## src/rtl/hita_pkg.sv

```systemverilog
// Shared types and codes for the hierarchical I/O token admission block.
// Used by hita_cfg, hita_engine and hierarchical_io_token_admission.
package hita_pkg;

  localparam int FIELD_WIDTH = 48;
  localparam int FRAC_WIDTH  = 9;
  localparam int CFG_INDEX_WIDTH = 3;

  localparam logic [FRAC_WIDTH-1:0] FRAC_MAX   = 9'd256;
  localparam logic [FRAC_WIDTH-1:0] FRAC_RESET = 9'd26;

  localparam longint unsigned BORROW_FLOOR_OPS   = 64'd1024;
  localparam longint unsigned BORROW_FLOOR_BYTES = 64'd4194304;

  localparam logic [2:0] OP_ACQUIRE     = 3'd0;
  localparam logic [2:0] OP_REFUND      = 3'd1;
  localparam logic [2:0] OP_EPOCH       = 3'd2;
  localparam logic [2:0] OP_LOAD_SHARED = 3'd3;
  localparam logic [2:0] OP_LOAD_POOL   = 3'd4;

  localparam logic [2:0] ST_LOCAL  = 3'd0;
  localparam logic [2:0] ST_SHARED = 3'd1;
  localparam logic [2:0] ST_GLOBAL = 3'd2;
  localparam logic [2:0] ST_DENIED = 3'd3;
  localparam logic [2:0] ST_BYPASS = 3'd4;
  localparam logic [2:0] ST_DONE   = 3'd5;

  localparam logic [CFG_INDEX_WIDTH-1:0] CFG_QUOTA_ENABLE   = 3'd0;
  localparam logic [CFG_INDEX_WIDTH-1:0] CFG_BORROW_ENABLE  = 3'd1;
  localparam logic [CFG_INDEX_WIDTH-1:0] CFG_LATENCY_CRIT   = 3'd2;
  localparam logic [CFG_INDEX_WIDTH-1:0] CFG_BATCH_FRACTION = 3'd3;
  localparam logic [CFG_INDEX_WIDTH-1:0] CFG_RESERVE_OPS    = 3'd4;
  localparam logic [CFG_INDEX_WIDTH-1:0] CFG_RESERVE_BYTES  = 3'd5;

  typedef struct packed {
    logic                  quota_enable;
    logic                  borrow_enable;
    logic                  latency_critical;
    logic [FRAC_WIDTH-1:0] batch_fraction;
  } cfg_t;

endpackage

```

## src/rtl/hita_cfg.sv

```systemverilog
// Configuration registers of the token admission block.
// Depends on hita_pkg.
module hita_cfg #(
  parameter int TOKEN_WIDTH = 48
) (
  input  logic                                  clk,
  input  logic                                  rst,
  input  logic                                  cfg_we,
  input  logic [hita_pkg::CFG_INDEX_WIDTH-1:0]  cfg_index,
  input  logic [hita_pkg::FIELD_WIDTH-1:0]      cfg_data,
  output hita_pkg::cfg_t                        cfg,
  output logic [TOKEN_WIDTH-1:0]                reserve_ops,
  output logic [TOKEN_WIDTH-1:0]                byte_reserve
);
  import hita_pkg::*;

  logic [TOKEN_WIDTH+FIELD_WIDTH-1:0] data_ext;
  logic [TOKEN_WIDTH-1:0]             data_tok;

  assign data_ext = {{TOKEN_WIDTH{1'b0}}, cfg_data};
  assign data_tok = data_ext[TOKEN_WIDTH-1:0];

  always_ff @(posedge clk) begin
    if (rst) begin
      cfg.quota_enable     <= 1'b0;
      cfg.borrow_enable    <= 1'b1;
      cfg.latency_critical <= 1'b0;
      cfg.batch_fraction   <= FRAC_RESET;
      reserve_ops          <= '0;
      byte_reserve         <= '0;
    end else if (cfg_we) begin
      case (cfg_index)
        CFG_QUOTA_ENABLE:   cfg.quota_enable     <= cfg_data[0];
        CFG_BORROW_ENABLE:  cfg.borrow_enable    <= cfg_data[0];
        CFG_LATENCY_CRIT:   cfg.latency_critical <= cfg_data[0];
        CFG_BATCH_FRACTION: cfg.batch_fraction   <= cfg_data[FRAC_WIDTH-1:0];
        CFG_RESERVE_OPS:    reserve_ops          <= data_tok;
        CFG_RESERVE_BYTES:  byte_reserve         <= data_tok;
        default: ;
      endcase
    end
  end

endmodule

```

## config.mk

```make
export PLATFORM = sky130hd
export DESIGN_NAME = hita_cfg
export DESIGN_NICKNAME = d
export VERILOG_FILES = /design/src/rtl/hita_pkg.sv /design/src/rtl/hita_cfg.sv
export SDC_FILE = /design/constraint.sdc
export NUM_CORES = 1
export LEC_CHECK = 0
export BUFFER_PORTS_ARGS = -buffer_cell sky130_fd_sc_hd__buf_2
export CAP_MARGIN = 10
export CORE_ASPECT_RATIO = 0.6
export CORE_MARGIN = 1
export CORE_UTILIZATION = 45
export DETAILED_ROUTE_END_ITERATION = 10
export GPL_TIMING_DRIVEN = 0
export PLACE_DENSITY = 0.73
export REMOVE_ABC_BUFFERS = 1
export SLEW_MARGIN = 20
export SYNTH_ARGS = -nofsm -noshare
export SYNTH_HDL_FRONTEND = slang
export SYNTH_SLANG_ARGS = --single-unit
```

## constraint.sdc

```tcl
create_clock -name clk -period 1.7 [get_ports clk]
set_clock_uncertainty 0.2 [all_clocks]
set_input_delay 0.34 -clock clk [delete_from_list [all_inputs] [get_ports clk]]
set_output_delay 0.34 -clock clk [all_outputs]
set_load 0.01 [all_outputs]
```

# After elaboration in Yosys (flattened, before gate mapping)

Cells that the tools add are included.

Equality and inequality tests: 5
Reduce and logical (&&, ||, !) cells: 7

Operator list:

| kind                 | count |
|---|---|
| $reduce_and A2 Y1    | 6 |
| $eq A3 B2 Y1 const B | 2 |
| $eq A3 B3 Y1 const B | 2 |
| $eq A3 B1 Y1 const B | 1 |
| $logic_not A3 Y1     | 1 |

Flip-flop bits (word level): 108
Input port bits: 54
Output and inout bits: 108
Word-level logic and storage cells: 18

# Logic depth before layout (Yosys ltp)

Gate-level depths: netlist of the first run.

Depth in word-level cells: 2
Mapped depth: 4
Gate-level depth less buffers: 2

# Worst setup path after synthesis of the first run

OpenSTA, ideal clock, no wires.

Path kind: input to register
From: in cfg_index[0] in the netlist's numbering
To: reg reserve_ops[5]
Setup time: 72 ps
Data arrival time: 1,066 ps
Required time: 1,428 ps
Setup slack: 362 ps
Stages: 4
Path buffers: 2
Cell sequence: and4bb_1 buf_6 buf_12 mux2i_1

Word-level cells in the longest chain between the ends: 2

RTL lines:

| what                        | RTL line       | text |
|---|---|---|
| start: declaration          | hita_cfg.sv:9  | `input logic [hita_pkg::CFG_INDEX_WIDTH-1:0] cfg_index,` |
| $eq A3 B3 Y1                | hita_cfg.sv:32 | `case (cfg_index)` |
| $reduce_and A2 Y1 (no line) | -              |  |
| end signal: assignment      | hita_cfg.sv:37 | `CFG_RESERVE_OPS: reserve_ops <= data_tok;` |
| end: declaration            | hita_cfg.sv:12 | `output logic [TOKEN_WIDTH-1:0] reserve_ops,` |

No other way between the ends.
A chain may end at the register's enable or synchronous reset.

# Worst setup path after layout of the first run

From: in cfg_index[0] in the netlist's numbering
To: reg reserve_ops[39]

The elaborated chain is that of the path after synthesis.

==> results.sh, run 1 <==
export IMPL_finalWeightedCongestion=0.795
export IMPL_crit_path_max_incr_delay_ps=640
export IMPL_ys_async_sr_fraction=0
export IMPL_rr_startpoint="cfg[4]"
export IMPL_yosys_area_top_type="dfxtp_1"
export IMPL_multi_input_area_sq_um=2150
export IMPL_row_count=27
export IMPL_start_util=0.477
export IMPL_synth_cell_type_count=16
export IMPL_synth_seq_area_share=0.479
export IMPL_antenna_left=0
export IMPL_syn2layout_area_growth_pct=25.9
export IMPL_critPathLaunchType="primary input"
export IMPL_ys_ff_latch=108
export IMPL_synthMuxAreaShare=0.239
export IMPL_r2r_end="cfg[4]"
export IMPL_first_pass_iters=6
export IMPL_hp_start="cfg_data[27]"
export IMPL_nFillCells=813
export IMPL_rr_worst_depth=2
export IMPL_hold_viol_final=0
export IMPL_seqPwrFrac=0.517
export IMPL_grt_max_degree=82
export IMPL_fin_ws_ps=74.0
export IMPL_fin_area_sq_um=5680
export IMPL_synth_edf_count=0
export IMPL_synthXorXnorAreaFrac=0
export IMPL_grt_pass1_wl_microns=16300
export IMPL_crit_required_ps=1770
export IMPL_syn_area_per_cell_sq_um=10.9
export IMPL_fmax_mhz=615
export IMPL_slowest_stage="and4bb_4"
export IMPL_setup_viol=0
export IMPL_seqCellArea_sq_um=2160
export IMPL_synth_fa_ha_area_frac=0
export IMPL_rsz0062_at_grt="false"
export IMPL_synth_compound_area_frac=0
export IMPL_cts_sinks=108
export IMPL_place_area_sq_um=5380
export IMPL_yosys_warnings=0
export IMPL_cts_root_buf="clkbuf_16"
export IMPL_hold_depth=3
export IMPL_cts_clk_slew_worst_paths_ps=70
export IMPL_fin_crit_sh=0.956
export IMPL_p_leak_nw=2.81
export IMPL_synthTopCellsByArea="dfxtp_1, mux2i_1, nand2b_1"
export IMPL_maxCapViolations=0
export IMPL_synth_top_family_by_area="multiplexers"
export IMPL_vias_per_cell=4.77
export IMPL_wire_per_inst_microns=14.7
export IMPL_htreeDepth=3
export IMPL_cts_buffers=9
export IMPL_p_clk_frac=0.399
export IMPL_maxSlewViolCount=0
export IMPL_cts_tree="built"
export IMPL_dieArea_sq_um=10400
export IMPL_setup_tns_ps=0
export IMPL_switchingPower_w=0.00118
export IMPL_drtIter0Drc=138
export IMPL_path_class="in -> reg"
export IMPL_synth_ff_type="dfxtp_1"
export IMPL_drcViolationCount=0
export IMPL_p_int_w=0.00388
export IMPL_ctsResizeCount=0
export IMPL_worstPathArrival_ps=1690
export IMPL_crit_fanout=27
export IMPL_coreArea_sq_um=9460
export IMPL_dieWidth_microns=131
export IMPL_grt_pass1_vias=3328
export IMPL_grt_usage=0.200
export IMPL_vias=3340
export IMPL_p_sw_frac=0.233
export IMPL_setup_worst_path_start="cfg_index[0]"
export IMPL_path_cells="buf_2 > and4bb_4 > buf_12 > mux2i_1"
export IMPL_syn_area_sq_um=4510
export IMPL_grt_overflow=0
export IMPL_fin_util=0.601
export IMPL_crit_family="simple AND/OR/NAND/NOR gates"
export IMPL_slew_headroom=0.554
export IMPL_clkLatencyLatePin_ps=340
export IMPL_hold_slack_ps=69.9
export IMPL_tightest_slew_ps=665
export IMPL_dp_hpwl_microns=7280
export IMPL_layout_drive_gt1_share=0.330
export IMPL_vdd_drop_max_uv=503
export IMPL_worst_setup_path_end_kind="register"
export IMPL_hold_path_class="in -> reg"
export IMPL_antenna_found_initial=0
export IMPL_pwr_share_comb=0.085
export IMPL_diodes=0
export IMPL_yosys_area_share_simple=0.236
export IMPL_finalWirelength_microns=10300
export IMPL_dpl_worst_slack_ps=-373
export IMPL_finalCriticalPeriod_ps=1630
export IMPL_syn_inst=414
export IMPL_die_height_microns=79.6
export IMPL_yosysMostFrequentCell="nand2b_1"
export IMPL_port_buffer_count=161
export IMPL_min_to="byte_reserve[27]"
export IMPL_outcome="completed"
export IMPL_synth_top_area_share=0.479
export IMPL_powerDensity_nw_per_um2=889
export IMPL_critical_path_buf_inv_count=2
export IMPL_nets=619
export IMPL_yosys_top_cells_count="nand2b_1, dfxtp_1, mux2i_1"
export IMPL_rrSetupSlack_ps=860
export IMPL_clockBufferDepth=2
export IMPL_ios=162
==> power groups by stage <==
stage,Clock [W],Sequential (W),Combinational [W]
2_1_floorplan,0,0.00270,0.000198
3_3_place_gp,0,0.00267,0.000416
3_5_place_dp,0,0.00267,0.000427
4_1_cts,0.00208,0.00261,0.000431
5_1_grt,0.00216,0.00262,0.000466
6_report,0.00201,0.00261,0.000428
==> worst max path at each step <==
stage,end,depth (start not counted)
4_1_cts,reserve_ops[39],4
2_1_floorplan,byte_reserve[0],2
6_report,reserve_ops[39],4
3_5_place_dp,byte_reserve[35],6
5_1_grt,reserve_ops[39],4
3_3_place_gp,byte_reserve[19],3
==> layout by cell type, fill, tap and decap left out <==
cell type	count
buf_2	160
nand2b_1	152
mux2i_1	108
dfxtp_1	108
clkbuf_16	9
nor2_1	8
buf_6	4
buf_4	3
nand4b_1	2
clkinv_2	2
clkbuf_8	2
buf_12	2
and4bb_4	1
and4b_1	1
nor4b_1	1
nor4bb_1	1
and4bb_2	1
nand4bb_1	1
clkinvlp_4	1
clkinv_4	1
inv_6	1
buf_8	1
==> what timing repair did <==
item                                    in CTS  in global routing
hold buffers                                 0                  0
hold endpoints to repair                     0                  0
buffers inserted                             2                  0
endpoints found under the setup margin       1                  0
==> sequential cells by signal (all words and copies together), names as in the netlist <==
register / count
reserve_ops: 48
byte_reserve: 48
cfg: 12
==> worst reg2reg max path, stage by stage (launching register included) <==
cell and delay (ps):
dfxtp_1 320, nor2_1 100, mux2i_1 90
==> per-layer routing <==
metal / wire length, microns / share of wire / up-vias / GRT usage
li1: - / - / 1659 / -
met1: 4760 / 0.46 / 1551 / 0.245
met2: 4510 / 0.44 / 117 / 0.319
met3: 875 / 0.085 / 13 / 0.0844
met4: 132 / 0.013 / 0 / 0.0686
met5: 0 / 0 / - / 0
==> per-stage QoR <==
stage	total power [W]	cells
final	0.00506	700
after global placement	0.00308	675
after global routing	0.00525	700
after CTS	0.00512	700
after floorplan	0.00289	384
after detailed placement	0.00310	682
==> kinds of logic (layout without fill, tap and decap cells) <==
kind of cell | count (synthesis) | in the layout
mux | 108 | 108
flops | 108 | 108
buf+inv | 30 | 186
simple gates | 168 | 168
==> area by class of cell <==
class	count	share of cell area
timing repair buffer	170	0.162
tap	130	0.0286
clock buffer	11	0.0445
multi-input combinational	276	0.378
sequential	108	0.380
clock inverter	5	0.00616
No activity file was read; power rests on OpenSTA's default activity.
==> run 2, diff against run 1 <==
- CORE_UTILIZATION: 45 -> 25
- PLACE_DENSITY: 0.73 -> not set
==> results.sh, run 2 (synthesis results as in run 1) <==
export IMPL_antenna_left=0
export IMPL_clkLatencyLatePin_ps=350
export IMPL_drcViolationCount=0
export IMPL_nFillCells=1811
export IMPL_layout_drive_gt1_share=0.325
export IMPL_syn2layout_area_growth_pct=28.9
export IMPL_setup_viol=0
export IMPL_setup_tns_ps=0
export IMPL_finalCriticalPeriod_ps=1620
export IMPL_cts_root_buf="clkbuf_16"
export IMPL_ios=162
export IMPL_die_height_microns=106
export IMPL_grt_pass1_vias=3405
export IMPL_place_area_sq_um=5510
export IMPL_htreeDepth=3
export IMPL_hold_depth=3
export IMPL_powerDensity_nw_per_um2=895
export IMPL_first_pass_iters=4
export IMPL_port_buffer_count=161
export IMPL_hold_path_class="in -> reg"
export IMPL_dp_hpwl_microns=7810
export IMPL_grt_max_degree=83
export IMPL_start_util=0.259
export IMPL_finalWeightedCongestion=0.732
export IMPL_reg_largest_list="byte_reserve: 48 flops, reserve_ops: 48 flops, cfg: 12 flops"
export IMPL_antenna_found_initial=0
export IMPL_grt_overflow=0
export IMPL_ctsResizeCount=0
export IMPL_rr_startpoint="cfg[3]"
export IMPL_worstPathArrival_ps=1670
export IMPL_grt_pass1_wl_microns=17400
export IMPL_vias_per_cell=4.18
export IMPL_cts_tree="built"
export IMPL_critPathLaunchType="primary input"
export IMPL_clockBufferDepth=2
export IMPL_maxSlewViolCount=0
export IMPL_path_class="in -> reg"
export IMPL_maxCapViolations=0
export IMPL_fin_area_sq_um=5820
export IMPL_crit_required_ps=1750
export IMPL_hp_start="cfg_data[47]"
export IMPL_crit_fanout=9
export IMPL_r2r_end="cfg[3]"
export IMPL_grt_usage=0.118
export IMPL_vdd_drop_max_uv=373
export IMPL_nets=618
export IMPL_row_count=37
export IMPL_dieArea_sq_um=18600
export IMPL_min_to="byte_reserve[47]"
export IMPL_coreArea_sq_um=17400
export IMPL_finalWirelength_microns=11200
export IMPL_fin_util=0.334
export IMPL_diodes=0
export IMPL_fin_crit_sh=0.953
export IMPL_drtIter0Drc=138
export IMPL_dieWidth_microns=175
export IMPL_outcome="completed"
export IMPL_cts_sinks=108
export IMPL_dpl_worst_slack_ps=-319
export IMPL_slew_headroom=0.415
export IMPL_power_w=0.00521
export IMPL_final_common_cell="buf_2"
export IMPL_fin_ws_ps=80.4
export IMPL_layout_common_cells="buf_2, nand2b_1, mux2i_1, dfxtp_1, clkbuf_16"
export IMPL_cts_buffers=9
export IMPL_rr_worst_depth=2
export IMPL_rrSetupSlack_ps=860
export IMPL_cts_clk_slew_worst_paths_ps=80
export IMPL_fmax_mhz=617
export IMPL_wire_per_inst_microns=13.9
export IMPL_vias=3356
export IMPL_hold_viol_final=0
export IMPL_tightest_slew_ps=873
export IMPL_p_leak_nw=2.81
export IMPL_worst_setup_path_end_kind="register"
export IMPL_rsz0062_at_grt="false"
-- run 2: changes by cell type in the layout (fill, tap and decap cells not counted) --
cell        delta
buf_8          -1
and4bb_2       +1
bufinv_16      +1
clkbuf_1       +2
clkinvlp_4     -1
buf_6          +1
buf_4          -2
clkinv_2       -2
clkbuf_8       -2
inv_6          +2
-- run 2: metrics by stage --
stage | cells | hold slack (ps)
3_5_place_dp | 786 | 260
3_3_place_gp | 779 | 255
4_1_cts | 802 | 45.1
5_1_grt | 803 | 54.2
2_1_floorplan | 384 | 292
6_report | 803 | 65.5
-- run 2: what timing repair did --
action,in CTS,in global routing
hold buffers,0,0
buffers inserted,0,0
setup endpoints to repair,0,1
-- run 2: worst max-delay path, stage by stage --
cell,delay [ps]
buf_2,170
nand4b_1,780
mux2i_1,370
-- run 2: worst max-delay path by stage --
stage          cells after the start  slack (ps)          endpoint         start
6_report                           3          80            cfg[5]  cfg_index[2]
5_1_grt                            3          20            cfg[4]  cfg_index[2]
4_1_cts                            4          60    reserve_ops[8]  cfg_index[0]
3_5_place_dp                       4        -320   reserve_ops[22]  cfg_index[0]
3_3_place_gp                       3       -2710  byte_reserve[20]  cfg_index[1]
2_1_floorplan                      2       -1340   byte_reserve[0]  cfg_index[1]
-- run 2: where the power goes --
group	internal (W)	leakage, nW	switching [W]
Sequential	0.00258	0.874	0.0000289
Clock	0.00117	0.145	0.000995
Combinational	0.000217	1.79	0.000217
-- run 2: layer usage --
layer  vias to the layer above  GRT usage  wire, microns
met2                       121      0.176           4570
met5                         -          0              0
met3                        12     0.0522           1040
li1                       1653          -              -
met1                      1570      0.153           5430
met4                         0     0.0373            130
-- run 2: layout make-up --
cell class	instances	area, sq um	area share
repair buffers	168	905	0.155
flip-flops and latches	108	2160	0.372
well taps	234	293	0.0503
clock inverters	5	65.1	0.0112
clock buffers	11	233	0.0400
multi-input cells	277	2160	0.371
